==> src/hw/rtl/mtp_pkg.sv <==
package mtp_pkg;

   localparam int unsigned StateWords  = 624;
   localparam int unsigned TwistOffset = 397;
   localparam int unsigned WordW       = 32;
   localparam int unsigned PosW        = $clog2(StateWords);
   localparam int unsigned CsrAddrW    = 3;

   localparam logic [WordW-1:0] SeedReset = 32'd5489;
   localparam logic [WordW-1:0] InitMult  = 32'd1812433253;
   localparam logic [WordW-1:0] MatrixA   = 32'h9908b0df;
   localparam logic [WordW-1:0] UpperMask = 32'h80000000;
   localparam logic [WordW-1:0] LowerMask = 32'h7fffffff;
   localparam logic [WordW-1:0] TemperB   = 32'h9d2c5680;
   localparam logic [WordW-1:0] TemperC   = 32'hefc60000;

   // Register index codes, taken from the word address bits above the byte offset.
   localparam logic CsrIdxSeed = 1'b0;

   typedef struct packed {
      logic             busy;
      logic             shift;
      logic [WordW-1:0] word;
   } mtp_fill_type;

   function automatic logic [WordW-1:0] mtp_twist(input logic [WordW-1:0] here,
                                                  input logic [WordW-1:0] nxt,
                                                  input logic [WordW-1:0] far);
      logic [WordW-1:0] y;
      y = (here & UpperMask) | (nxt & LowerMask);
      return far ^ (y >> 1) ^ (y[0] ? MatrixA : '0);
   endfunction

   function automatic logic [WordW-1:0] mtp_temper(input logic [WordW-1:0] word);
      logic [WordW-1:0] y;
      y = word;
      y = y ^ (y >> 11);
      y = y ^ ((y << 7) & TemperB);
      y = y ^ ((y << 15) & TemperC);
      y = y ^ (y >> 18);
      return y;
   endfunction

endpackage

==> src/hw/rtl/mtp_cell.sv <==
module mtp_cell import mtp_pkg::*; (
   input  logic             clock,
   input  logic             shift_en,
   input  logic [WordW-1:0] shift_word,
   output logic [WordW-1:0] word
);

   logic [WordW-1:0] word_ff;
   logic [WordW-1:0] word_in;

   assign word_in = shift_en ? shift_word : word_ff;

   always_ff @(posedge clock) begin
      word_ff <= word_in;
   end

   assign word = word_ff;

endmodule

==> config.mk <==
export PLATFORM = sky130hd
export DESIGN_NAME = mtp_cell
export DESIGN_NICKNAME = d
export VERILOG_FILES = /design/src/hw/rtl/mtp_pkg.sv /design/src/hw/rtl/mtp_cell.sv
export SDC_FILE = /design/constraint.sdc
export NUM_CORES = 1
export LEC_CHECK = 0
export BUFFER_PORTS_ARGS = -buffer_cell sky130_fd_sc_hd__buf_2
export CAP_MARGIN = 0
export CORE_ASPECT_RATIO = 1.4
export CORE_MARGIN = 2
export CORE_UTILIZATION = 39
export CTS_BUF_LIST = sky130_fd_sc_hd__clkbuf_16
export DETAILED_ROUTE_END_ITERATION = 10
export GPL_ROUTABILITY_DRIVEN = 0
export GPL_TIMING_DRIVEN = 0
export PLACE_DENSITY = 0.88
export RECOVER_POWER = 100
export SETUP_SLACK_MARGIN = 0.3
export SYNTH_ARGS = -nofsm -noshare
export SYNTH_HDL_FRONTEND = slang
export SYNTH_SLANG_ARGS = --single-unit
==> constraint.sdc <==
create_clock -name clock -period 0.8 [get_ports clock]
set_clock_uncertainty 0.05 [all_clocks]
set_input_delay 0.16 -clock clock [delete_from_list [all_inputs] [get_ports clock]]
set_output_delay 0.16 -clock clock [all_outputs]
set_load 0.005 [all_outputs]
Word-level counts from Yosys, hierarchy flattened --
Index checks and enable logic that the tools add are counted.
Storage, ports and cells: flip-flop bits (word level) 32, latch bits 0, bits in writable memories 0, memory bits (read-only) 0, logic and storage cells 1, memories 0
Cells by class: $add $sub $neg 0, multiply operators 0, div/mod/pow operators 0, magnitude comparators 0, equality and inequality tests 0, shift-type cells 0, multiplexer cells 0, bitwise logic cells 0, reductions and logical operators 0

Logic depth before layout (Yosys ltp) --
Gate-level depths: netlist of run 1.
depth in word-level cells 0, mapped depth 0, depth with buffers taken out 0

Worst setup path before layout of run 1 --
No wires, ideal clock.
kind reg2out, start register word_ff[0] (netlist: word[0]), end output port word[0], data arrival time 0.355 ns, setup slack 0.235 ns, stages on the path, launching flop included 1, buffers on the path 0, cells stage by stage edfxtp_1
RTL lines:
- start: declaration | line mtp_cell.sv:8 | logic [WordW-1:0] word_ff;
- start signal: assignment | line mtp_cell.sv:14 | word_ff <= word_in;
- end: declaration | line mtp_cell.sv:5 | output logic [WordW-1:0] word
No word-level cell between the ends.

Worst setup path in the final report of run 1 --
start register word_ff[0] (netlist: word[0]), end output port word[0]
No word-level cell between the ends.

==> results_dict.tcl, run 1 <==
set metrics [dict create \
    drc 0 \
    critPathSlowestCell "edfxtp_1" \
    start_util_pct 40.6 \
    avgSynthCellArea_sq_um 30.0 \
    nMultiInputCombCells 0 \
    syn2layout_area_growth_pct 54.2 \
    clk_pin_slew_worst_paths_ns 0.05 \
    register_area_sq_um 961 \
    crit_chain "buf_2" \
    grt_max_degree 33 \
    status "finished with violations" \
    slew_viol_final 0 \
    grt_pass1_wl_microns 2900 \
    numCtsBuffers 5 \
    period_needed_ns 1.01 \
    postCtsSetupBuffers 0 \
    cts-root-buf "clkbuf_16" \
    antenna_left 0 \
    grt.overflow.total 0 \
    cp_top_family "flip-flops" \
    sw_frac_of_total_pct 17.2 \
    io_buffers 65 \
    final_hold_viol_count 0 \
    final_cell_mix "64 x buf_2, 32 x edfxtp_1, 5 x clkbuf_16" \
    ys_types 1 \
    syn_inst 32 \
    place_inst 120 \
    syn_area_sq_um 961 \
    period_share_pct 126 \
    final_nets 138 \
    layout_commonest_cell "buf_2" \
    violations "negative setup slack" \
    max_cap_violations 0 \
    fin_area_sq_um 1480 \
    rsz0062_at_grt "true" \
    largest_reg_flops 32 \
    critPathKind "register to primary output" \
    first_global_vias 678 \
    die-height_microns 62.7 \
    wl_per_cell_microns 15.4 \
    nFillCells 170 \
    final_layout_size_suffix_gt1_share_pct 68.6 \
    p_clk_share_pct 47.2 \
    die-area_sq_um 2880 \
    clock_path_buffers 2 \
    h-tree-depth 2 \
    power.density_nw_per_um2 2920 \
    cp.required_ns 0.59 \
    cts_tree "built" \
    drt_iter0_markers 10 \
    ios 66 \
    pwr-share-comb_pct 5.9 \
    hpwl_microns 1380 \
    grtUsageTotal_pct 15.0 \
    cts.sinks 32 \
    worstSetupStartpointType "register" \
    relSlewSlack_pct 72.6 \
    fmax_ghz 0.993 \
    dpl-instance-area_sq_um 1320 \
    multi_input_area_sq_um 0 \
    row_count 21 \
    worst_setup_path_end_kind "primary output" \
    worstHoldPathType "input pin to register" \
    arrival_ns 0.80 \
    finalSetupViolations 32 \
    seqPwrFrac_pct 46.9 \
    worst-slew-pin-transition_ns 0.411 \
    drt_first_pass_iters 3 \
    diodes 0 \
    antenna_found_initial 0 \
    cp_num_buf_inv 1 \
    finalWorstSetupSlack_ns -0.207 \
    avgViaCountPerCell 4.65 \
    vdd_ir_drop_max_mv 2.34 \
    power.leakage_nw 0.655 \
    path_max_fanout 1 \
    p_switching_mw 0.742 \
    yosysSeqAreaShare_pct 100 \
    num_vias 595 \
    coreArea_sq_um 2360 \
    layout.cells.non_filler 128 \
    power.internal_mw 3.58 \
    max_stage_delay_ns 0.39 \
    die_w_microns 46.0 \
    syn_nets 66 \
    yosys_warnings 0 \
    wl_microns 1970 \
    yosys_register_bits 32 \
]
[per-layer routing]
| layer | part of all wire, % | up-vias | GRT usage [%] |
|---|---|---|---|
| met4 | 0.97 | 0 | 7.50 |
| met3 | 15 | 2 | 11.0 |
| met1 | 30 | 275 | 12.1 |
| met5 | 0 | - | 0 |
| met2 | 54 | 45 | 24.8 |
| li1 | - | 273 | - |
[power by group through the flow]
| stage | clock network, mW | registers, mW | logic (mW) |
|---|---|---|---|
| 2_1_floorplan | 0 | 2.08 | 0 |
| 3_3_place_gp | 0 | 2.05 | 0.245 |
| 3_5_place_dp | 0 | 2.06 | 0.253 |
| 4_1_cts | 2.06 | 2.03 | 0.263 |
| 5_1_grt | 2.13 | 2.04 | 0.282 |
| 6_report | 2.04 | 2.03 | 0.256 |
[kinds of logic (layout without fill, tap and decap cells)]
| logic type | count (synthesis) | in the layout | synth area share [%] |
|---|---|---|---|
| buffers and inverters | 0 | 73 | 0 |
| DFF | 32 | 32 | 100 |
[area by class of cell]
cell class	count	share of cell area, %
Clock buffer	5	8.45
Timing Repair Buffer	65	22.1
Clock inverter	3	2.62
Sequential cell	32	64.9
Tap cell	23	1.94
[path summary, 6_finish.rpt]
| path | depth (start not counted) | endpoint | start |
|---|---|---|---|
| min | 1 | word[9] | shift_word[9] |
| max | 1 | word[0] | word[0] |
[cells in the mapped netlist (all sizes together)]
cell	count	area share, %
edfxtp	32	100
[per-stage QoR]
stage / TNS, ns / hold slack [ns] / setup slack [ns] / power, mW / util [%]
2_1_floorplan: 0 / 0.209 / 0.235 / 2.08 / -
3_3_place_gp: -9.29 / 0.287 / -0.292 / 2.30 / 55.6
3_5_place_dp: -10.36 / 0.288 / -0.324 / 2.31 / 55.6
4_1_cts: -5.44 / 0.00952 / -0.194 / 4.36 / 63.0
5_1_grt: -6.12 / 0.00621 / -0.227 / 4.45 / 62.6
6_report: -5.19 / 0.0142 / -0.207 / 4.32 / 62.6
[what timing repair did]
| item | 4_1_cts | 5_1_grt |
|---|---|---|
| hold endpoints to repair | 0 | 0 |
| gates cloned | 0 | 0 |
| hold buffers | 0 | 0 |
| endpoints found under the setup margin | 64 | 32 |
| gates resized for setup | 3 | 0 |
Note: power is estimated with default switching activity, not from simulation.
==> inputs of run 2 (changes only) <==
Settings changed: CELL_PAD_IN_SITES_DETAIL_PLACEMENT set to 0, CELL_PAD_IN_SITES_GLOBAL_PLACEMENT set to 1, CORE_UTILIZATION 39 to 31.
==> run 2 against run 1 <==
- the run still ends with negative setup slack left
- clock-buffer cell count did not move
- critical path type unchanged
- power fell by 7.9%
- die area rose by 24%
- non-clock buffer count did not move
- cell area fell by 0.42%
- sequential cell count did not move
==> results_dict.tcl, run 2 (synthesis results as in run 1) <==
set metrics [dict create \
    die-height_microns 69.9 \
    nMultiInputCombCells 0 \
    cp-endpoint "word[18]" \
    final_cell_mix "64 x buf_2, 32 x edfxtp_1, 5 x clkbuf_16" \
    cp.required_ns 0.59 \
    first_global_vias 567 \
    max_stage_delay_ns 0.36 \
    diodes 0 \
    period_needed_ns 0.980 \
    layout_commonest_cell "buf_2" \
    rsz0062_at_grt "true" \
    relSlewSlack_pct 72.2 \
    grt_pass1_wl_microns 2550 \
    total_power_mw 3.98 \
    largest_reg_flops 32 \
    drt_first_pass_iters 2 \
    row_count 23 \
    path_max_fanout 1 \
    finalWorstSetupSlack_ns -0.180 \
    drt_iter0_markers 8 \
    power.leakage_nw 0.638 \
    nFillCells 246 \
    num_vias 583 \
    io_buffers 65 \
    worstSetupStartpointType "register" \
    critPathSlowestCell "edfxtp_1" \
    numCtsBuffers 5 \
    avgViaCountPerCell 4.11 \
    period_share_pct 123 \
    worstSetupStartpoint "word[18]" \
    worst-slew-pin-transition_ns 0.417 \
    drc 0 \
    clock_path_buffers 2 \
    antenna_found_initial 0 \
    grtUsageTotal_pct 10.9 \
    cts-root-buf "clkbuf_16" \
    arrival_ns 0.77 \
    clk_pin_slew_worst_paths_ns 0.05 \
    crit_chain "buf_2" \
    whs_ns 0.0165 \
    worst_setup_path_end_kind "primary output" \
    crit_cells 1 \
    grt.overflow.total 0 \
    max_cap_violations 0 \
    final_nets 138 \
    antenna_left 0 \
    wl_per_cell_microns 12.9 \
    critPathKind "register to primary output" \
    worstHoldPathType "input pin to register" \
    start_util_pct 33.1 \
    vdd_ir_drop_max_mv 1.81 \
    final_layout_size_suffix_gt1_share_pct 67.6 \
    syn2layout_area_growth_pct 53.5 \
    die-area_sq_um 3570 \
    cp_top_family "flip-flops" \
    cts_tree "built" \
    fmax_ghz 1.02 \
    grt_max_degree 33 \
    h-tree-depth 2 \
    wl_microns 1830 \
    coreArea_sq_um 2910 \
    multi_input_area_sq_um 0 \
    cp_num_buf_inv 1 \
    register_area_sq_um 961 \
    cts.sinks 32 \
    final_hold_viol_count 0 \
    finalSetupViolations 32 \
    status "finished with violations" \
    die_w_microns 51.1 \
    fin_setup_tns_ns -5.12 \
    slew_viol_final 0 \
    finish.utilization_pct 50.8 \
    power.density_nw_per_um2 2700 \
    violations "negative setup slack" \
    ios 66 \
]
## run 2: final cells by class
cell class | instances | area share, %
clock inverter | 3 | 1.02
clock buffer | 5 | 8.48
tap | 37 | 3.14
timing repair buffer | 65 | 22.2
sequential | 32 | 65.1
## run 2: how the worst min path moves through the flow
stage | start | depth (start not counted) | to | slack (ns)
2_1_floorplan | shift_word[0] | 0 | word[0] | 0.21
3_5_place_dp | shift_word[0] | 1 | word[0] | 0.29
3_3_place_gp | shift_word[15] | 1 | word[15] | 0.29
4_1_cts | shift_word[0] | 1 | word[0] | 0.008
6_report | shift_word[13] | 1 | word[13] | 0.02
5_1_grt | shift_word[27] | 1 | word[27] | 0.0005
## run 2: routing by layer
layer / part of all wire (%) / vias to the layer above / track usage (%)
li1: - / 273 / -
met1: 34 / 273 / 8.24
met2: 56 / 35 / 18.8
met3: 8.5 / 2 / 5.77
met4: 1.3 / 0 / 9.01
met5: 0 / - / 0
## run 2: per-stage QoR
step	instances	cell area [sq um]	worst slack, ns
5_1_grt	142	1480	-0.225
3_5_place_dp	134	1330	-0.344
3_3_place_gp	134	1330	-0.319
4_1_cts	142	1480	-0.200
2_1_floorplan	32	961	0.235
6_report	142	1480	-0.180
## run 2: repair_timing
action	4_1_cts	5_1_grt
setup endpoints to repair	64	32
buffers inserted	0	0
hold buffers	0	0
resized for setup	3	0
## run 2: power breakdown
group | internal, mW | total (mW) | switching (mW)
sequential | 2.00 | 2.03 | 0.0284
combinational | 0.136 | 0.249 | 0.112
clock | 1.12 | 1.71 | 0.582
