`src/hw/rtl/mtp_pkg.sv`:
```
package mtp_pkg;

   localparam int unsigned StateWords  = 624;
   localparam int unsigned TwistOffset = 397;
   localparam int unsigned WordW       = 32;
   localparam int unsigned PosW        = $clog2(StateWords);
   localparam int unsigned CsrAddrW    = 3;

   localparam logic [WordW-1:0] SeedReset = 32'd5489;
   localparam logic [WordW-1:0] InitMult  = 32'd1812433253;
   localparam logic [WordW-1:0] MatrixA   = 32'h9908b0df;
   localparam logic [WordW-1:0] UpperMask = 32'h80000000;
   localparam logic [WordW-1:0] LowerMask = 32'h7fffffff;
   localparam logic [WordW-1:0] TemperB   = 32'h9d2c5680;
   localparam logic [WordW-1:0] TemperC   = 32'hefc60000;

   // Register index codes, taken from the word address bits above the byte offset.
   localparam logic CsrIdxSeed = 1'b0;

   typedef struct packed {
      logic             busy;
      logic             shift;
      logic [WordW-1:0] word;
   } mtp_fill_type;

   function automatic logic [WordW-1:0] mtp_twist(input logic [WordW-1:0] here,
                                                  input logic [WordW-1:0] nxt,
                                                  input logic [WordW-1:0] far);
      logic [WordW-1:0] y;
      y = (here & UpperMask) | (nxt & LowerMask);
      return far ^ (y >> 1) ^ (y[0] ? MatrixA : '0);
   endfunction

   function automatic logic [WordW-1:0] mtp_temper(input logic [WordW-1:0] word);
      logic [WordW-1:0] y;
      y = word;
      y = y ^ (y >> 11);
      y = y ^ ((y << 7) & TemperB);
      y = y ^ ((y << 15) & TemperC);
      y = y ^ (y >> 18);
      return y;
   endfunction

endpackage

```
`src/hw/rtl/mtp_seed_fill.sv`:
```
module mtp_seed_fill import mtp_pkg::*; (
   input  logic             clock,
   input  logic             reset,
   input  logic             start,
   input  logic [WordW-1:0] seed,
   input  logic [WordW-1:0] tail,
   output mtp_fill_type     fill
);

   localparam logic FillIdle = 1'b0;
   localparam logic FillRun  = 1'b1;

   logic            state_ff;
   logic            state_in;
   logic [PosW-1:0] fill_cnt_ff;
   logic [PosW-1:0] fill_cnt_in;
   logic            last_word;
   logic [WordW-1:0] mixed;
   logic [WordW-1:0] product;

   assign last_word = (fill_cnt_ff == PosW'(StateWords - 1));

   always_comb begin
      state_in    = state_ff;
      fill_cnt_in = fill_cnt_ff;
      case (state_ff)
         FillIdle: begin
            fill_cnt_in = '0;
         end
         FillRun: begin
            fill_cnt_in = fill_cnt_ff + 1'b1;
            if (last_word) begin
               state_in    = FillIdle;
               fill_cnt_in = '0;
            end
         end
         default: begin
            state_in    = FillIdle;
            fill_cnt_in = '0;
         end
      endcase
      if (start) begin
         state_in    = FillRun;
         fill_cnt_in = '0;
      end
   end

   always_ff @(posedge clock) begin
      if (reset) begin
         state_ff    <= FillRun;
         fill_cnt_ff <= '0;
      end else begin
         state_ff    <= state_in;
         fill_cnt_ff <= fill_cnt_in;
      end
   end

   // The tail cell holds the word shifted in on the previous cycle.
   assign mixed   = tail ^ (tail >> 30);
   assign product = WordW'(mixed * InitMult);

   assign fill.busy  = (state_ff == FillRun);
   assign fill.shift = (state_ff == FillRun);
   assign fill.word  = (fill_cnt_ff == '0) ? seed
                                           : product + {{(WordW - PosW){1'b0}}, fill_cnt_ff};

   assert property (@(posedge clock) disable iff (reset)
      fill_cnt_ff <= PosW'(StateWords - 1))
      else $error("fill counter ran past the table end");

   assert property (@(posedge clock) disable iff (reset)
      (state_ff == FillIdle) |-> (fill_cnt_ff == '0))
      else $error("fill counter not cleared while idle");

endmodule

```
`config.mk`:
```
export PLATFORM = sky130hd
export DESIGN_NAME = mtp_seed_fill
export DESIGN_NICKNAME = d
export VERILOG_FILES = /design/src/hw/rtl/mtp_pkg.sv /design/src/hw/rtl/mtp_seed_fill.sv
export SDC_FILE = /design/constraint.sdc
export NUM_CORES = 1
export LEC_CHECK = 0
export CORE_MARGIN = 5
export CORE_UTILIZATION = 30
export DETAILED_ROUTE_END_ITERATION = 8
export DONT_BUFFER_PORTS = 1
export PLACE_DENSITY = 0.46
export SYNTH_ARGS = -nofsm -noshare
export SYNTH_HDL_FRONTEND = slang
export SYNTH_SLANG_ARGS = --single-unit
export TNS_END_PERCENT = 20
```
`constraint.sdc`:
```
create_clock -name clock -period 9.9 [get_ports clock]
set_clock_uncertainty 0.1 [all_clocks]
set_input_delay 1.98 -clock clock [delete_from_list [all_inputs] [get_ports clock]]
set_output_delay 1.98 -clock clock [all_outputs]
set_load 0.05 [all_outputs]
```
## After elaboration in Yosys (flattened, before gate mapping)

Cells that the tools add are included.

- Logic and storage cells: 15
- Register bits after elaboration: 11
- Output and inout port bits: 34
- Input bits: 67

- Reduce and logical (&&, ||, !) cells: 2
- Multiply operators: 1
- Add/sub/neg operators: 2
- Eq/ne operators: 1
- Bitwise gates (word level): 2
- Multiplexer cells: 5

Operators by type and width:

| operator | number |
|---|---|
| $add A32 B10 Y32 | 1 |
| $mul A32 B31 Y32 const B | 1 |
| $mux W32 | 1 |
| $xor A32 B2 Y32 | 1 |
| $pmux W10 S2 | 1 |
| $add A10 B1 Y10 const B | 1 |
| $eq A10 B10 Y1 const B | 1 |
| $logic_not A10 Y1 | 1 |
| $mux W10 | 1 |
| $mux W1 | 2 |
| $reduce_or A2 Y1 | 1 |
| $not A1 Y1 | 1 |

## Depth between registers and ports, before layout

Gate-level depths: netlist of run 1.

- Depth after elaboration: 4
- Gate-level depth with buffers: 26
- Gate-level depth less buffers: 25

## Worst setup path before layout of run 1

No wires, ideal clock.

- Path type: in2out
- Start point: in tail[1]
- End point: out fill[27] in the netlist's numbering
- Data required time: 7820 ps
- Path buffers: 1
- Stages on the path: 26
- Path slack: -826 ps
- Data arrival time: 8646 ps
- Cells stage by stage: xor2_1 > inv_1 > xnor2_1 > ha_1 > or2_2 > ha_1 > inv_1 > fa_1 > inv_1 > ha_1 > ha_1 > fa_1 > fa_1 > inv_1 > fa_1 > inv_1 > ha_1 > buf_6 > a21o_1 > o21a_1 > a311oi_2 > o211ai_2 > a21oi_2 > nor2_1 > xnor2_1 > o21ai_0

RTL lines:

| item | RTL line | text |
|---|---|---|
| start, declared | mtp_seed_fill.sv:6 | `input logic [WordW-1:0] tail,` |
| end, declared | mtp_seed_fill.sv:7 | `output mtp_fill_type fill` |

==> results of run 1 <==
[logic make-up after synthesis]
kind of cell	count (synthesis)	synth area share, %
AO/OA/AOI/OAI	106	7.665
buffers and inverters	286	11.73
AND/OR/NAND/NOR	139	7.355
flip-flops	11	2.367
adder cells (fa/ha/maj)	392	65.05
XOR/XNOR	62	5.836
[layer usage]
layer	routed length (um)	GRT usage (%)	share of wire [%]	vias up
met4	172	1.370	0.76	0
li1	-	-	-	3241
met3	428	0.4495	1.9	15
met1	11080	19.17	49	3143
met2	10870	23.21	48	63
met5	0	0	0	-
[through the flow]
step	hold WS [ps]	utilization (%)	instance area (um^2)
6_report	397.1	34.45	10540
5_1_grt	433.0	34.45	10540
4_1_cts	401.9	33.91	10370
3_5_place_dp	391.5	33.51	10250
3_3_place_gp	392.2	33.51	10250
2_1_floorplan	344.6	-	9338
[placed cells by master, fill, tap and decap left out, types with 7 or more instances in the layout]
master     n
fa_1     153
a21oi_1   32
a21o_1     8
nor2_1    31
dfxtp_1   11
ha_4       8
o21ai_1   12
ha_1     229
nor3_1     7
o21ai_0   10
nand3_1   16
inv_1    266
buf_12     8
buf_4     44
xnor2_1   43
nand2_1   47
xor2_1    14
[flip-flops by register name (all words and copies together), names as in the netlist]
| signal | flops |
|---|---|
| state_ff | 1 |
| fill_cnt_ff | 10 |
[final timing paths]
kind / from / end / slack, ps / cells after the start
worst max-delay path: tail[31] / fill[31] / 130 / 25
worst min register to register: fill_cnt_ff[0]$_SDFF_PP0_ / fill_cnt_ff[0]$_SDFF_PP0_ / 400 / 1
worst max register to register: state_ff$_SDFF_PP1_ / fill_cnt_ff[9]$_SDFF_PP0_ / 8000 / 3
worst min-delay path: fill_cnt_ff[0]$_SDFF_PP0_ / fill_cnt_ff[0]$_SDFF_PP0_ / 400 / 1
[what timing repair did]
action	CTS	global route
pin swaps	3	22
resized for setup	8	25
endpoints found under the setup margin	7	10
hold buffers	0	0
setup buffers	0	1
[layout make-up]
| cell class | instances | area [um^2] | area share [%] |
|---|---|---|---|
| inverters | 271 | 1017 | 9.653 |
| repair buffers | 52 | 490.5 | 4.654 |
| clock buffers | 4 | 78.83 | 0.7480 |
| flip-flops and latches | 11 | 220.2 | 2.090 |
| well taps | 396 | 495.5 | 4.702 |
| multi-input cells | 699 | 8235 | 78.15 |
[critical path, delay by kind of cell]
kind	cells	cell delay, ps
buffers and inverters	5	250
adder cells (fa/ha/maj)	9	3170
AO/OA/AOI/OAI	5	1030
AND/OR/NAND/NOR	4	950
XOR/XNOR	2	320
==> metrics.yaml, run 1 <==
place:
  hpwl_um: 20600
  globalplace.congestion: 0.7964
  place_inst: 1429
  place_ws_ps: -263.2
  io_buffers: 0
timing:
  max_slew_margin_pct: 30.09
  rsz0062_at_grt: "yes"
  hold_viol_final: 0
  max_freq_mhz: 102.4
  worstMarginPinSlew_ps: 1052
  setup_slack_ps: 129.6
  drv_slew: 0
  fin_crit_ps: 9770
  setup_tns_ps: 0
  fin_crit_sh_pct: 98.69
  report.final.setup_viol: 0
setup_path:
  worstPathArrival_ps: 7690
  crit_path_top_delay_cell: "fa_1"
  cp-start-kind: "input port"
  max_stage_delay_ps: 550
  crit_path_frequent_cell: "inv_2"
  crit_type: "in2out"
  required_ps: 7820
  critPathCaptureType: "output pin"
  path_max_fanout: 3
routing:
  num_vias: 6462
  post_drt_wl_per_cell_um: 15.74
  final_antenna_net_count: 0
  via_per_inst: 4.509
  route.final.wire_length_um: 22560
  drtIter0Drc: 202
  drtPass1Iterations: 4
  drcViolationCount: 0
cells_and_area:
  areaGrowthSynthToFinish_pct: 13.24
  drive_above_1_share_pct: 9.836
  nets: 1497
  antenna_cells: 0
  fillCellCount: 3219
  layout.cells.non_filler: 1433
die:
  num_rows: 64
  coreArea_um2: 30590
  start_util_pct: 30.42
  die_w_um: 186.1
  ios: 101
  chipHeight_um: 186.1
  dieArea_um2: 34640
grt:
  grt_use_total_pct: 13.32
  grt_pass1_vias: 6939
  grt_overflow: 0
  grt_max_degree: 45
  antenna_found_initial: 0
  grt_pass1_wl_um: 36760
clock_tree:
  clock-sinks: 11
  cts_buffer_depth: 2
  insertion_delay_ps: 240
  htreeDepth: 1
  cts_buffers: 3
  clk_pin_slew_ps: 40
  clockRootBuffer: "clkbuf_16"
  cts_tree: "built"
yosys:
  synth_largest_type_area_fraction_pct: 32.92
  mappedNetlistArea_um2: 9305
  yosysMostFrequentCell: "inv_1"
  synthTopCellsByArea: "fa_1 (33%), ha_1 (32%), inv_1 (11%), xnor2_1 (4.2%), dfxtp_1 (2.4%)"
  syn_nets: 1455
  synth_area_per_cell_um2: 9.343
  postSynthCellCount: 996
  synth_seq_cells: 11
  synthTopCellsByCount: "inv_1 (271), ha_1 (239), fa_1 (153), nand2_1 (47), xnor2_1 (45)"
  synth-edff-count: 0
  yosysTopAreaCell: "fa_1"
  synth_seq_area_share_pct: 2.367
  async_flop_share_pct: 0
  synth_cell_types: 54
  ys.flop_type: "dfxtp_1"
  ys_warn_count: 0
status:
  status: "complete, no violations"
min_path:
  hold_path.class: "reg2reg"
flow_run:
  maxCapViolCount: 0
Power of run 1 is left out: the tool's default activity adds up to more than one toggle a clock period on the data nets, which glitch-free logic cannot reach.
==> run 2, diff against run 1 <==
Settings changed: CORE_MARGIN 5 to 2, PLACE_DENSITY 0.46 to 0.45, RECOVER_POWER from default to 50.
Clock period 9.9 ns to 9.54 ns, I/O delays scaled along.
==> metrics.yaml, run 2 (synthesis results as in run 1) <==
routing:
  drcViolationCount: 0
  route.final.wire_length_um: 22500
  drtIter0Drc: 209
  drtPass1Iterations: 4
  via_per_inst: 4.430
  final_antenna_net_count: 0
  num_vias: 6402
  post_drt_wl_per_cell_um: 15.57
die:
  start_util_pct: 30.42
  dieArea_um2: 32440
  chipHeight_um: 180.1
  num_rows: 64
  ios: 101
  coreArea_um2: 30590
  die_w_um: 180.1
setup_path:
  critPathCaptureType: "output pin"
  reg2reg_slack_ps: 7600
  regToRegEndpoint: "fill_cnt_ff[7]$_SDFF_PP0_"
  worstPathArrival_ps: 7610
  max_stage_delay_ps: 560
  critPathTopFamily: "adder cells"
  crit_type: "in2out"
  crit_path_top_delay_cell: "fa_1"
  worstPathCellList: "ha_4 -> ha_4 -> fa_1 -> inv_2 -> fa_1 -> inv_2 -> fa_1 -> fa_1 -> fa_1 -> inv_1 -> fa_1 -> inv_2 -> ha_4 -> buf_4 -> and3_4 -> a311oi_4 -> o211ai_4 -> a21oi_4 -> nor4_4 -> o21ai_1 -> or3b_4"
  r2r-start: "state_ff$_SDFF_PP1_"
  reg2reg_depth: 3
  required_ps: 7530
  cp_num_buf_inv: 5
  cp-start-kind: "input port"
  crit_path_frequent_cell: "fa_1"
  path_max_fanout: 9
cells_and_area:
  final_cell_mix: "inv_1 (263), ha_1 (220), fa_1 (151), buf_4 (52), nand2_1 (46)"
  top_regs: "fill_cnt_ff (10), state_ff (1)"
  largest_reg_flops: 10
  antenna_cells: 0
  layout.cells.non_filler: 1445
  areaGrowthSynthToFinish_pct: 16.66
  top_register: "fill_cnt_ff"
  layout.cells.most_common: "inv_1"
  nets: 1509
  drive_above_1_share_pct: 13.35
place:
  globalplace.congestion: 0.8487
  hpwl_um: 20290
  place_inst: 1432
  io_buffers: 0
timing:
  fin_crit_sh_pct: 100.8
  max_freq_mhz: 104.0
  rsz0062_at_grt: "yes"
  max_slew_margin_pct: 31.63
  report.final.setup_viol: 4
  hold_viol_final: 0
  worstMarginPinSlew_ps: 1029
  drv_slew: 0
  fin_crit_ps: 9618
  setup_slack_ps: -77.79
grt:
  grt_pass1_wl_um: 37050
  grt_pass1_vias: 6896
  grt_overflow: 0
  grt_max_degree: 45
  grt_use_total_pct: 14.16
  antenna_found_initial: 0
min_path:
  hold_path.class: "reg2reg"
  holdPathStages: 1
  worstHoldStart: "fill_cnt_ff[0]$_SDFF_PP0_"
  min_to: "fill_cnt_ff[0]$_SDFF_PP0_"
clock_tree:
  clock-sinks: 11
  htreeDepth: 1
  insertion_delay_ps: 240
  cts_tree: "built"
  clk_pin_slew_ps: 40
  clockRootBuffer: "clkbuf_16"
  cts_buffers: 3
  cts_hold_buffers: 0
  cts_buffer_depth: 2
flow_run:
  maxCapViolCount: 0
status:
  status: "finished with violations"
  violations: "negative setup slack"
## run 2: cell count changes in the layout (fill, tap and decap cells not counted), moves of 3 or more
| cell | before | now |
|---|---|---|
| ha_1 | 229 | 220 |
| inv_2 | 5 | 8 |
| buf_4 | 44 | 52 |
| inv_1 | 266 | 263 |
| a21oi_1 | 32 | 28 |
| ha_2 | 2 | 5 |
| buf_12 | 8 | 11 |
| ha_4 | 8 | 14 |
| a21oi_2 | 3 | 6 |
## run 2: how the worst max path moves through the flow
stage | start | endpoint | cells past startpoint
detailed placement | tail[11] | fill[31] | 23
finish | tail[13] | fill[31] | 21
CTS | tail[1] | fill[31] | 25
global route | tail[13] | fill[29] | 23
floorplan | tail[31] | fill[25] | 26
global placement | tail[11] | fill[31] | 23
## run 2: timing repair
action / in CTS / in global routing
setup endpoints to repair: 9 / 15
pin swaps: 21 / 35
setup buffers: 3 / 6
resized for setup: 29 / 30
## run 2: final cells by class
cell class	instances	area (um^2)
well taps	396	495.5
multi-input cells	699	8422
fillers	3154	19730
repair buffers	64	621.8
inverters	271	1017
flip-flops and latches	11	220.2
clock buffers	4	78.83
## run 2: routing by layer
layer	vias up	wire [um]	GRT usage, %
met3	6	582	1.051
met2	67	10440	24.00
met4	0	116	1.065
li1	3272	-	-
met5	-	0	0
met1	3057	11360	20.59
## run 2: metrics by stage
stage / worst slack, ps / instance area (um^2) / setup TNS, ps / utilization [%] / hold slack [ps]
final: -77.79 / 10860 / -228.9 / 35.49 / 395.6
after global routing: -271.4 / 10860 / -1893 / 35.49 / 442.8
after CTS: -180.8 / 10640 / -581.0 / 34.78 / 399.3
after detailed placement: -343.1 / 10360 / -1888 / 33.86 / 382.4
after global placement: -297.9 / 10360 / -1480 / 33.86 / 379.2
after floorplan: -152.8 / 9383 / -484.2 / - / 344.6
Power of run 2 is left out for the same reason.
