<file path="src/hw/rtl/mtp_pkg.sv">
package mtp_pkg;

   localparam int unsigned StateWords  = 624;
   localparam int unsigned TwistOffset = 397;
   localparam int unsigned WordW       = 32;
   localparam int unsigned PosW        = $clog2(StateWords);
   localparam int unsigned CsrAddrW    = 3;

   localparam logic [WordW-1:0] SeedReset = 32'd5489;
   localparam logic [WordW-1:0] InitMult  = 32'd1812433253;
   localparam logic [WordW-1:0] MatrixA   = 32'h9908b0df;
   localparam logic [WordW-1:0] UpperMask = 32'h80000000;
   localparam logic [WordW-1:0] LowerMask = 32'h7fffffff;
   localparam logic [WordW-1:0] TemperB   = 32'h9d2c5680;
   localparam logic [WordW-1:0] TemperC   = 32'hefc60000;

   // Register index codes, taken from the word address bits above the byte offset.
   localparam logic CsrIdxSeed = 1'b0;

   typedef struct packed {
      logic             busy;
      logic             shift;
      logic [WordW-1:0] word;
   } mtp_fill_type;

   function automatic logic [WordW-1:0] mtp_twist(input logic [WordW-1:0] here,
                                                  input logic [WordW-1:0] nxt,
                                                  input logic [WordW-1:0] far);
      logic [WordW-1:0] y;
      y = (here & UpperMask) | (nxt & LowerMask);
      return far ^ (y >> 1) ^ (y[0] ? MatrixA : '0);
   endfunction

   function automatic logic [WordW-1:0] mtp_temper(input logic [WordW-1:0] word);
      logic [WordW-1:0] y;
      y = word;
      y = y ^ (y >> 11);
      y = y ^ ((y << 7) & TemperB);
      y = y ^ ((y << 15) & TemperC);
      y = y ^ (y >> 18);
      return y;
   endfunction

endpackage

</file>
<file path="src/hw/rtl/mtp_if.sv">


interface mtp_rsp_if;
   logic        valid;
   logic        ready;
   logic [31:0] random_word;

   modport source (output valid, output random_word, input ready);
   modport sink (input valid, input random_word, output ready);
endinterface

</file>
<file path="src/hw/rtl/mtp_out_buf.sv">
module mtp_out_buf import mtp_pkg::*; (
   input  logic             clock,
   input  logic             reset,
   input  logic             in_valid,
   input  logic [WordW-1:0] in_word,
   output logic             has_room,
   mtp_rsp_if.source        rsp
);

   logic             main_valid_ff;
   logic             main_valid_in;
   logic [WordW-1:0] main_word_ff;
   logic [WordW-1:0] main_word_in;
   logic             skid_valid_ff;
   logic             skid_valid_in;
   logic [WordW-1:0] skid_word_ff;
   logic [WordW-1:0] skid_word_in;
   logic             main_free;

   assign main_free = !main_valid_ff || rsp.ready;

   always_comb begin
      main_valid_in = main_valid_ff;
      main_word_in  = main_word_ff;
      skid_valid_in = skid_valid_ff;
      skid_word_in  = skid_word_ff;
      if (main_free) begin
         if (skid_valid_ff) begin
            main_valid_in = 1'b1;
            main_word_in  = skid_word_ff;
            skid_valid_in = in_valid;
            skid_word_in  = in_word;
         end else begin
            main_valid_in = in_valid;
            main_word_in  = in_word;
         end
      end else if (in_valid) begin
         skid_valid_in = 1'b1;
         skid_word_in  = in_word;
      end
   end

   always_ff @(posedge clock) begin
      if (reset) begin
         main_valid_ff <= 1'b0;
         skid_valid_ff <= 1'b0;
      end else begin
         main_valid_ff <= main_valid_in;
         skid_valid_ff <= skid_valid_in;
      end
      main_word_ff <= main_word_in;
      skid_word_ff <= skid_word_in;
   end

   assign has_room        = !skid_valid_ff;
   assign rsp.valid       = main_valid_ff;
   assign rsp.random_word = main_word_ff;

   assert property (@(posedge clock) disable iff (reset)
      skid_valid_ff |-> main_valid_ff)
      else $error("skid stage holds a word while the output stage is empty");

   assert property (@(posedge clock) disable iff (reset)
      in_valid |-> !skid_valid_ff)
      else $error("word arrived with both output stages full");

endmodule

</file>
<file path="src/flat_wrapper.sv">
// flat-port wrapper written by rule: the top's interface ports become plain ports
module mtp_out_buf_flat import mtp_pkg::*;
  (clock, reset, in_valid, in_word, has_room, rsp_valid, rsp_random_word, rsp_ready);
  mtp_rsp_if rsp_i ();
  input  logic clock;
  input  logic reset;
  input  logic in_valid;
  input  logic [WordW-1:0] in_word;
  output logic has_room;
  output wire logic [$bits(rsp_i.valid)-1:0] rsp_valid;
  output wire logic [$bits(rsp_i.random_word)-1:0] rsp_random_word;
  input wire logic [$bits(rsp_i.ready)-1:0] rsp_ready;
  assign rsp_valid = rsp_i.valid;
  assign rsp_random_word = rsp_i.random_word;
  assign rsp_i.ready = rsp_ready;
  mtp_out_buf u_core (.clock(clock), .reset(reset), .in_valid(in_valid), .in_word(in_word), .has_room(has_room), .rsp(rsp_i));
endmodule
</file>
<file path="config.mk">
export PLATFORM = sky130hd
export DESIGN_NAME = mtp_out_buf_flat
export DESIGN_NICKNAME = d
export VERILOG_FILES = /design/src/hw/rtl/mtp_pkg.sv /design/src/hw/rtl/mtp_if.sv /design/src/hw/rtl/mtp_out_buf.sv /design/src/flat_wrapper.sv
export SDC_FILE = /design/constraint.sdc
export NUM_CORES = 1
export LEC_CHECK = 0
export ABC_AREA = 1
export BUFFER_PORTS_ARGS = -buffer_cell sky130_fd_sc_hd__buf_2
export CORE_UTILIZATION = 55
export DETAILED_ROUTE_END_ITERATION = 16
export PLACE_DENSITY = 0.84
export SYNTH_ARGS = -nofsm -noshare
export SYNTH_HDL_FRONTEND = slang
export SYNTH_SLANG_ARGS = --single-unit
</file>
<file path="constraint.sdc">
create_clock -name clock -period 7.5 [get_ports clock]
set_clock_uncertainty 0.15 [all_clocks]
set_input_delay 0.375 -clock clock [delete_from_list [all_inputs] [get_ports clock]]
set_output_delay 0.375 -clock clock [all_outputs]
set_load 0.03 [all_outputs]
</file>
# Word-level counts from Yosys, hierarchy flattened
# Index checks and enable logic that the tools add are counted.
# totals
out_inout_bits	34
elab_cells	18
register_bits	66
# op_classes
mux	8
reduce_logical	5
n_eq_ne	1
# op_table
operator	count
2-to-1 mux 32 bit	4
2-to-1 mux 1 bit	4
logical NOT 1 bit	2
!= test 2 x 1 -> 1 bit, second input constant	1
AND reduction 2 bit	1
nonzero test 2 bit	1
logical OR 1 bit	1

# Logic depth before layout (Yosys ltp)
# Gate-level depths: netlist of run 1.
# logic_depth
word_depth	4
mapped_depth	5
mapped_depth_nobuf	5

# Worst setup path before layout of run 1
# Ideal clock, no wire load.
# synth_timing
kind	flip-flop to flip-flop
startpoint	reg u_core.main_valid_ff (netlist: u_core.rsp.valid)
endpoint	reg u_core.skid_word_ff[0] (enable)
setup_time_ps	391
n_path_buf	0
required_time_ps	6959
slack_ps	4745
stages_incl_launch_ff	4
t_arrival_ps	2215
cell_sequence	dfxtp_1 > nand2_1 > nand2_2 > o21a_1
# synth_via
elab_chain_len	4
word_cells_on_any_way	5
# synth_rtl
item	line_no	rtl
start, declared	mtp_out_buf.sv:10	logic main_valid_ff;
start signal, assigned	mtp_out_buf.sv:48	main_valid_ff <= main_valid_in;
logical NOT 1 bit (*)	mtp_out_buf.sv:20	assign main_free = !main_valid_ff || rsp.ready;
logical OR 1 bit (*)	mtp_out_buf.sv:20	
via u_core.main_free	mtp_out_buf.sv:18	logic main_free;
!= test 2 x 1 -> 1 bit (no line) / nonzero test 2 bit (equally long branches)	n/a	
AND reduction 2 bit (no line) (*)	n/a	
end signal, assigned	mtp_out_buf.sv:52	skid_word_ff <= skid_word_in;
end, declared	mtp_out_buf.sv:16	logic [WordW-1:0] skid_word_ff;
# Mark *: on every way through the listed nets, which the timed path passes. The rest lies on a longest branch.
# A chain may end at the register's enable or synchronous reset.

# Worst setup path in the final report of run 1
# layout_timing
startpoint	reg u_core.skid_valid_ff
endpoint	reg u_core.skid_word_ff[30] (enable)
# layout_via
elab_chain_len	2
# layout_rtl
item	line_no	rtl
start, declared	mtp_out_buf.sv:14	logic skid_valid_ff;
start signal, assigned	mtp_out_buf.sv:49	skid_valid_ff <= skid_valid_in;
!= test 2 x 1 -> 1 bit (no line)	n/a	
AND reduction 2 bit (no line)	n/a	
# Every way passes these cells.

==> impl_metrics.py, run 1 <==
metrics = {
    "yosys": {
        "synthTopCellsByArea": "edfxtp_1 (78%), nand2_1 (15%), buf_6 (1.8%)",
        "async_flop_share_pct": 0,
        "synth_compound_area_share_pct": 0.3058,
        "yosysMostFrequentCell": "nand2_1",
        "yosys.area.top_type": "edfxtp_1",
        "yosys.area_share.adder_pct": 0,
        "synth_top_cells_by_count": "nand2_1 (101), edfxtp_1 (64), buf_6 (4), inv_1 (4), buf_4 (3)",
        "synth_enable_flop_cells": 64,
        "synthMuxAreaShare_pct": 0,
        "yosys.area.top_type_share_pct": 78.29,
        "syn_nets": 219,
        "synthXorXnorAreaFrac_pct": 0,
        "synthFlopType": "edfxtp_1",
        "synthSimpleGateAreaFrac_pct": 16.06,
        "netlist_area_um2": 2455,
        "synth_cell_types": 11,
        "postSynthCellCount": 183,
        "ys_seq_area_share_pct": 79.92,
        "synth_warnings": 0,
        "ys_seq_elements": 66,
        "synth.avg_cell_area_um2": 13.41,
        "synth_top_family_by_area": "simple AND/OR/NAND/NOR gates",
    },
    "timing": {
        "slew_headroom_pct": 19.03,
        "min_period_ns": 2.567,
        "hold_violations": 0,
        "fmax_mhz": 389.6,
        "worstMarginPinSlew_ns": 1.213,
        "rsz0062_at_grt": "no",
        "slew_violations": 0,
        "setup_violations": 0,
        "finalSetupTns_ns": 0,
        "worst_hold_slack_ns": 0.08483,
        "fin_ws_ns": 4.933,
        "fin_crit_sh_pct": 34.22,
    },
    "critical_path": {
        "worst-path-buf-inv": 2,
        "crit_path_end": "u_core.skid_word_ff[30]$_DFFE_PP_",
        "crit_start": "u_core.skid_valid_ff$_SDFFE_PP0P_",
        "slowest_delay_ns": 1.13,
        "cp_num_cells": 4,
        "cp_top_family": "flip-flops",
        "slowest_stage": "dfxtp_1",
        "end_kind": "flop",
        "cp-start-kind": "flop",
        "r2r_cells": 4,
        "r2r_end": "u_core.skid_word_ff[30]$_DFFE_PP_",
        "crit_type": "flop to flop",
        "path_cells": "inv_6 -> nand2_2 -> o21a_1 -> buf_4",
        "r2r-start": "u_core.skid_valid_ff$_SDFFE_PP0P_",
        "cp.required_ns": 7.33,
        "cp_data_arrival_time_ns": 2.40,
        "cp_max_fo": 34,
        "r2r_slack_ns": 4.93,
    },
    "grt": {
        "antenna_found_initial": 0,
        "grt_pass1_wl_um": 6285,
        "overflow": 0,
        "grt_pass1_vias": 1363,
        "grt_max_degree": 35,
        "grt_usage_pct": 19.76,
    },
    "layout": {
        "multi_input_area_um2": 401.6,
        "stdcell_area_um2": 2987,
        "synthToLayoutAreaGrowth_pct": 21.66,
        "n_fill_cell": 276,
        "fin_nets": 294,
        "final_cells": 313,
        "diodes": 0,
        "ff_latch_area_um2": 1962,
        "drive_gt1_share_pct": 31.56,
    },
    "floorplanning": {
        "coreArea_um2": 4144,
        "die_w_um": 68.81,
        "fp.dieH_um": 68.81,
        "ioPinCount": 70,
        "die_area_um2": 4735,
        "num_rows": 23,
        "initial_core_util_pct": 59.24,
    },
    "routing": {
        "routed_wl_um": 4178,
        "drt-initial-drc-count": 143,
        "vias": 1506,
        "route.detailed.drc": 0,
        "routedWlPerCell_um": 13.35,
        "antenna_left": 0,
        "drtPass1Iterations": 4,
        "avgViaCountPerCell": 4.812,
    },
    "power_and_ir_drop": {
        "vdd_ir_drop_max_mv": 0.1536,
        "p_per_area_nw_per_um2": 269.8,
        "power.leakage_uw": 0.001333,
    },
    "placed_design": {
        "numPlacedInstances": 297,
        "place_area_um2": 2810,
        "port_buffers": 69,
        "routabilityCongestion": 0.7070,
        "dpl.hpwl_um": 2673,
        "pre_cts_ws_ns": 4.951,
    },
    "clock_network": {
        "worstSkewPairLatency_ns": 0.33,
        "htreeDepth": 3,
        "cts_tree": "yes",
        "cts.repair.resized": 0,
        "clock-sinks": 66,
        "clk_pin_slew_worst_paths_ns": 0.07,
        "postCtsSetupBuffers": 0,
        "ctsLongestPathBuffers": 2,
        "postCtsHoldBufs": 0,
        "clockRootBuffer": "clkbuf_8",
        "cts-buffers-inserted": 9,
    },
    "status": {
        "status": "complete, no violations",
    },
    "run": {
        "cap_violations": 0,
    },
    "min_path": {
        "hp-class": "input pin to flop",
    },
}
## layer usage
metal  vias to the layer above  share of wire (%)  track usage (%)  wire, µm
met3                         6                6.2            7.401       260
li1                        764                  -                -         -
met4                         0                1.4            8.418        57
met5                         -                  0                0         0
met1                       677                 43            26.05      1809
met2                        59                 49            29.53      2050
## area by class of cell
class,instances,area share (%)
flip-flops and latches,66,65.69
inverters,5,0.7960
clock inverters,5,1.508
multi-input cells,105,13.45
well taps,50,2.095
clock buffers,11,4.399
repair buffers,71,12.07
## sequential cells by signal, indices dropped and copies added, names as in the netlist
register                flops
u_core.rsp.random_word     32
u_core.skid_word_ff        32
u_core.rsp.valid            1
u_core.skid_valid_ff        1
## through the flow
stage                     util (%)  power [µW]
final                        72.07       805.7
after global routing         72.07       838.3
after CTS                    72.07       810.8
after detailed placement     67.81       545.5
after global placement       67.81       542.4
after floorplan                  -       513.1
## cell usage in the layout (no fill, tap or decap), types with 2 or more instances in the layout
cell type / n
buf_2: 69
buf_4: 2
clkbuf_1: 2
clkbuf_8: 9
clkinv_1: 4
dfxtp_1: 2
edfxtp_1: 64
inv_1: 4
nand2_1: 101
## power by group
part | total (µW) | internal, µW | switching (µW)
Combinational | 90.6 | 25.0 | 65.6
Sequential | 447 | 438 | 8.57
Clock | 268 | 149 | 119
Total | 806 | 613 | 193
## worst min-delay path by stage
stage	from	end	slack, ns	cells past startpoint
after floorplan	in_word[0]	u_core.skid_word_ff[0]$_DFFE_PP_	0.32	0
after global placement	u_core.skid_word_ff[30]$_DFFE_PP_	u_core.rsp.random_word[30]$_DFFE_PP_	0.35	2
after detailed placement	u_core.skid_word_ff[26]$_DFFE_PP_	u_core.rsp.random_word[26]$_DFFE_PP_	0.35	2
after CTS	in_word[12]	u_core.skid_word_ff[12]$_DFFE_PP_	0.07	1
after global routing	in_word[12]	u_core.skid_word_ff[12]$_DFFE_PP_	0.07	1
final	in_word[12]	u_core.skid_word_ff[12]$_DFFE_PP_	0.08	1
## cell families after synthesis
group	after synthesis
simple gates	104
flops	66
buf+inv	12
compound gates	1
(Power assumes the default switching activity.)
==> inputs of run 2 (changes only) <==
--- a/config.mk
+++ b/config.mk
@@ -5,11 +5,11 @@
 export SDC_FILE = /design/constraint.sdc
 export NUM_CORES = 1
 export LEC_CHECK = 0
-export ABC_AREA = 1
+export ABC_AREA = 0
 export BUFFER_PORTS_ARGS = -buffer_cell sky130_fd_sc_hd__buf_2
-export CORE_UTILIZATION = 55
+export CORE_UTILIZATION = 51
 export DETAILED_ROUTE_END_ITERATION = 16
-export PLACE_DENSITY = 0.84
+export PLACE_DENSITY = 0.78
 export SYNTH_ARGS = -nofsm -noshare
 export SYNTH_HDL_FRONTEND = slang
 export SYNTH_SLANG_ARGS = --single-unit
==> constraint.sdc (replaced) <==
create_clock -name clock -period 2.5 [get_ports clock]
set_clock_uncertainty 0.15 [all_clocks]
set_input_delay 0.125 -clock clock [delete_from_list [all_inputs] [get_ports clock]]
set_output_delay 0.125 -clock clock [all_outputs]
set_load 0.03 [all_outputs]
==> run 2 against run 1 <==
Critical path depth is the same. Setup slack lost 4.4 ns. Total power grew to 3.3 times the previous value. Final area grew 18%. Combinational power grew to 3.4 times the previous value. Sequential share of layout area shrank 10 points. Via count shrank 8.0%. Clock power grew to 3.8 times the previous value. Final cell count shrank 4.5%. Critical endpoint is now u_core.skid_valid_ff$_SDFFE_PP0P_.
==> impl_metrics.py, run 2 <==
metrics = {
    "critical_path": {
        "cp_data_arrival_time_ns": 2.05,
        "cp-start-kind": "flop",
        "crit_start": "u_core.skid_valid_ff$_SDFFE_PP0P_",
        "r2r-start": "u_core.skid_valid_ff$_SDFFE_PP0P_",
        "crit_type": "flop to flop",
        "cp_max_fo": 35,
        "end_kind": "flop",
        "cp.required_ns": 2.62,
    },
    "timing": {
        "fin_crit_sh_pct": 77.28,
        "worstMarginPinSlew_ns": 0.5836,
        "rsz0062_at_grt": "no",
        "fmax_mhz": 517.6,
        "hold_violations": 0,
        "slew_headroom_pct": 61.09,
        "min_period_ns": 1.932,
        "setup_violations": 0,
        "slew_violations": 0,
        "finalSetupTns_ns": 0,
    },
    "layout": {
        "drive_gt1_share_pct": 52.59,
        "mostFrequentLayoutCells": "buf_2 (69), edfxtp_1 (64), dlygate4sd3_1 (35), mux2_4 (26), clkbuf_8 (11)",
        "utilization_pct": 74.21,
        "fin_nets": 263,
        "final_cells": 299,
        "layout.cells.most_common": "buf_2",
        "synthToLayoutAreaGrowth_pct": 39.12,
        "stdcell_area_um2": 3528,
        "diodes": 0,
    },
    "power_and_ir_drop": {
        "power.leakage_uw": 0.001418,
        "total_power_uw": 2626,
        "vdd_ir_drop_max_mv": 0.5461,
        "p_per_area_nw_per_um2": 744.2,
    },
    "grt": {
        "antenna_found_initial": 0,
        "overflow": 0,
        "grt_pass1_wl_um": 7100,
        "grt_max_degree": 36,
        "grt_pass1_vias": 1447,
        "grt_usage_pct": 19.27,
    },
    "clock_network": {
        "cts_tree": "yes",
        "postCtsSetupBuffers": 0,
        "clock-sinks": 66,
        "cts-buffers-inserted": 9,
        "clk_pin_slew_worst_paths_ns": 0.07,
        "worstSkewPairLatency_ns": 0.33,
        "htreeDepth": 3,
        "cts.repair.resized": 0,
        "postCtsHoldBufs": 35,
        "clockRootBuffer": "clkbuf_8",
        "ctsLongestPathBuffers": 2,
    },
    "yosys": {
        "synthFlopType": "edfxtp_1",
        "yosysMostFrequentCell": "edfxtp_1",
        "synthTopCellsByArea": "edfxtp_1 (76%), mux2_4 (15%), mux2_2 (2.7%)",
        "async_flop_share_pct": 0,
        "synth_top_cells_by_count": "edfxtp_1 (64), mux2_4 (26), mux2_2 (6), buf_12 (3)",
        "syn_nets": 148,
        "yosys.area.top_type": "edfxtp_1",
        "synth.avg_cell_area_um2": 22.64,
        "netlist_area_um2": 2536,
        "synth_cell_types": 12,
        "yosys.area.top_type_share_pct": 75.78,
        "ys_seq_area_share_pct": 77.36,
        "synth_warnings": 0,
        "synth_enable_flop_cells": 64,
        "postSynthCellCount": 112,
        "ys_seq_elements": 66,
    },
    "status": {
        "status": "complete, no violations",
    },
    "placed_design": {
        "dpl.hpwl_um": 2725,
        "port_buffers": 69,
        "numPlacedInstances": 248,
        "routabilityCongestion": 0.6907,
        "place_area_um2": 2949,
    },
    "min_path": {
        "hp-class": "input pin to flop",
        "hp-start": "rsp_ready",
    },
    "routing": {
        "drtPass1Iterations": 4,
        "drt-initial-drc-count": 63,
        "route.detailed.drc": 0,
        "routedWlPerCell_um": 15.28,
        "antenna_left": 0,
        "routed_wl_um": 4570,
        "vias": 1386,
        "avgViaCountPerCell": 4.635,
    },
    "floorplanning": {
        "num_rows": 25,
        "die_area_um2": 5259,
        "fp.dieH_um": 72.52,
        "die_w_um": 72.52,
        "coreArea_um2": 4755,
        "initial_core_util_pct": 53.34,
        "ioPinCount": 70,
    },
    "run": {
        "cap_violations": 0,
    },
}
## run 2: layout make-up
type | count | area, µm²
Sequential cell | 66 | 1963
Clock buffer | 12 | 155.1
Inverter | 2 | 7.507
Clock inverter | 4 | 73.82
Timing Repair Buffer | 108 | 738.2
Multi-Input combinational cell | 40 | 506.7
Tap cell | 67 | 83.83
Fill cell | 296 | 1226
## run 2: stage by stage
stage / hold slack, ns / worst slack, ns
3_5_place_dp: 0.1506 / 0.7838
6_report: 0.2589 / 0.5680
4_1_cts: 0.2528 / 0.5809
3_3_place_gp: 0.1420 / 0.8720
5_1_grt: 0.2916 / 0.4542
2_1_floorplan: 0.04407 / 0.2699
## run 2: routing by layer
layer  track usage, %  vias up  share of wire, %
met5                0        -                 0
met4            7.190        0               1.1
met1            23.99      663                45
met3            7.500        6               4.7
li1                 -      670                 -
met2            30.74       47                49
## run 2: worst max-delay path, cell delays in order (launching register included)
cell and delay (ns):
dfxtp_2 0.34, buf_4 0.49, o21ai_0 0.19, a21oi_1 0.15, dlygate4sd3_1 0.55
## run 2: power by group
group	total (µW)	switching, µW	internal (µW)	leakage (µW)
logic	311	173	138	0.000660
clock network	1010	390	617	0.000117
registers	1310	17.5	1290	0.000642
total	2630	581	2040	0.00142
## run 2: path summary, 6_finish.rpt
kind	cells after the start	to	slack (ns)
setup reg to reg	4	u_core.skid_valid_ff$_SDFFE_PP0P_	0.57
hold reg to reg	1	u_core.rsp.random_word[25]$_DFFE_PP_	0.40
hold / removal	5	u_core.rsp.valid$_SDFFE_PP0P_	0.26
setup / recovery	4	u_core.skid_valid_ff$_SDFFE_PP0P_	0.57
## run 2: logic make-up (layout without fill, tap and decap cells)
logic type	Yosys count	in the layout	synth area share (%)
flops	66	66	77.36
mux	32	32	18.06
buf+inv	6	126	3.108
simple gates	4	4	0.6908
compound gates	4	4	0.7894
==> inputs of run 3 (changes only) <==
==> constraint.sdc (replaced) <==
create_clock -name clock -period 1.95 [get_ports clock]
set_clock_uncertainty 0.15 [all_clocks]
set_input_delay 0.0975 -clock clock [delete_from_list [all_inputs] [get_ports clock]]
set_output_delay 0.0975 -clock clock [all_outputs]
set_load 0.03 [all_outputs]
==> run 3 against run 2 <==
Final area down 1.8%. Wire length down 1.3%. Non-clock buffer count up 2. Via count up 3.3%. Total power up 14%. Highest routed layer unchanged. Core utilization down 1.3 points. Fmax up 5.9%. Worst hold slack about the same.
==> impl_metrics.py, run 3 (synthesis gave the netlist of run 2 again) <==
metrics = {
    "timing": {
        "finalSetupTns_ns": 0,
        "fin_crit_sh_pct": 93.56,
        "worst_hold_slack_ns": 0.2589,
        "slew_violations": 0,
        "fmax_mhz": 548.1,
        "setup_violations": 0,
        "slew_headroom_pct": 74.30,
        "rsz0062_at_grt": "no",
        "hold_violations": 0,
        "min_period_ns": 1.824,
        "worstMarginPinSlew_ns": 0.3847,
    },
    "routing": {
        "drt-initial-drc-count": 44,
        "drtPass1Iterations": 4,
        "routed_wl_um": 4509,
        "route.detailed.drc": 0,
        "routedWlPerCell_um": 15.03,
        "antenna_left": 0,
        "avgViaCountPerCell": 4.773,
        "vias": 1432,
    },
    "clock_network": {
        "cts_tree": "yes",
        "cts-buffers-inserted": 9,
        "worstSkewPairLatency_ns": 0.33,
        "ctsLongestPathBuffers": 2,
        "postCtsSetupBuffers": 0,
        "clockRootBuffer": "clkbuf_8",
        "clock-sinks": 66,
        "htreeDepth": 3,
        "clk_pin_slew_worst_paths_ns": 0.06,
    },
    "grt": {
        "antenna_found_initial": 0,
        "grt_pass1_vias": 1511,
        "overflow": 0,
        "grt_usage_pct": 18.98,
        "grt_max_degree": 21,
        "grt_pass1_wl_um": 7113,
    },
    "critical_path": {
        "cp-start-kind": "flop",
        "r2r_end": "u_core.skid_valid_ff$_SDFFE_PP0P_",
        "r2r_slack_ns": 0.13,
        "end_kind": "flop",
        "r2r_cells": 4,
        "r2r-start": "u_core.rsp.valid$_SDFFE_PP0P_",
        "crit_type": "flop to flop",
        "cp_data_arrival_time_ns": 1.94,
        "cp.required_ns": 2.06,
        "cp_max_fo": 4,
    },
    "min_path": {
        "hp-start": "rsp_ready",
        "holdPathEnd": "u_core.rsp.random_word[29]$_DFFE_PP_",
        "whs_path_depth": 4,
        "hp-class": "input pin to flop",
    },
    "power_and_ir_drop": {
        "p_per_area_nw_per_um2": 861.1,
        "total_power_uw": 2984,
        "vdd_ir_drop_max_mv": 0.6310,
        "power.leakage_uw": 0.001393,
    },
    "layout": {
        "utilization_pct": 72.87,
        "fin_nets": 265,
        "drive_gt1_share_pct": 51.93,
        "mostFrequentLayoutCells": "buf_2 (69), edfxtp_1 (64), dlygate4sd3_1 (35), mux2_4 (26), clkbuf_8 (9)",
        "layout.cells.most_common": "buf_2",
        "diodes": 0,
        "synthToLayoutAreaGrowth_pct": 36.61,
    },
    "floorplanning": {
        "die_area_um2": 5259,
        "ioPinCount": 70,
        "die_w_um": 72.52,
        "coreArea_um2": 4755,
        "fp.dieH_um": 72.52,
        "initial_core_util_pct": 53.34,
        "num_rows": 25,
    },
    "placed_design": {
        "dpl.hpwl_um": 2830,
        "port_buffers": 69,
        "routabilityCongestion": 0.7004,
    },
    "run": {
        "cap_violations": 0,
    },
    "status": {
        "status": "complete, no violations",
    },
}
-- run 3: changes by cell type in the layout (fill, tap and decap cells not counted) --
cell,change
buf_4,+2
bufinv_16,-2
clkbuf_8,-2
clkinv_1,+2
clkinv_2,+2
clkinv_4,-1
-- run 3: worst max-delay path by stage --
stage / from / end / cells after the start
floorplan: u_core.skid_valid_ff$_SDFFE_PP0P_ / u_core.skid_word_ff[0]$_DFFE_PP_ / 4
global placement: u_core.rsp.valid$_SDFFE_PP0P_ / u_core.skid_word_ff[9]$_DFFE_PP_ / 4
detailed placement: u_core.rsp.valid$_SDFFE_PP0P_ / u_core.skid_word_ff[2]$_DFFE_PP_ / 4
CTS: u_core.rsp.valid$_SDFFE_PP0P_ / u_core.skid_valid_ff$_SDFFE_PP0P_ / 4
global route: u_core.rsp.valid$_SDFFE_PP0P_ / u_core.skid_valid_ff$_SDFFE_PP0P_ / 4
finish: u_core.rsp.valid$_SDFFE_PP0P_ / u_core.skid_valid_ff$_SDFFE_PP0P_ / 4
-- run 3: layout make-up --
type / count / area, µm²
sequential: 66 / 1963
clock buffer: 10 / 127.6
inverter: 2 / 7.507
tap: 67 / 83.83
timing repair buffer: 110 / 753.2
fill: 318 / 1290
multi-input combinational: 40 / 506.7
clock inverter: 5 / 22.52
-- run 3: through the flow --
| stage | instance area, µm² | cells | setup WS [ns] |
|---|---|---|---|
| final | 3465 | 300 | 0.1256 |
| after global routing | 3465 | 300 | 0.01089 |
| after CTS | 3465 | 300 | 0.1882 |
| after detailed placement | 2964 | 250 | 0.3087 |
| after global placement | 2964 | 250 | 0.4290 |
| after floorplan | 2547 | 112 | 0.01345 |
-- run 3: where the power goes --
| part | switching (µW) | internal (µW) | total, µW |
|---|---|---|---|
| combinational | 224 | 179 | 402 |
| sequential | 20.8 | 1650 | 1680 |
| clock | 467 | 439 | 906 |
-- run 3: timing repair --
| action | 4_1_cts | 5_1_grt |
|---|---|---|
| gates resized for setup | 0 | 0 |
| hold buffers | 35 | 0 |
| hold endpoints to repair | 66 | 0 |
| endpoints found under the setup margin | 0 | 0 |
-- run 3: worst max-delay path, stage by stage (launching register included) --
cell and delay (ns):
dfxtp_1 0.33, nor2b_1 0.35, o21ai_0 0.19, a21oi_1 0.18
dlygate4sd3_1 0.57
-- run 3: per-layer routing --
| layer | global-route usage, % | up-vias | wire length, µm |
|---|---|---|---|
| met3 | 6.667 | 10 | 282 |
| met5 | 0 | - | 0 |
| li1 | - | 669 | - |
| met4 | 10.68 | 0 | 82 |
| met2 | 29.80 | 66 | 2268 |
| met1 | 22.96 | 687 | 1876 |
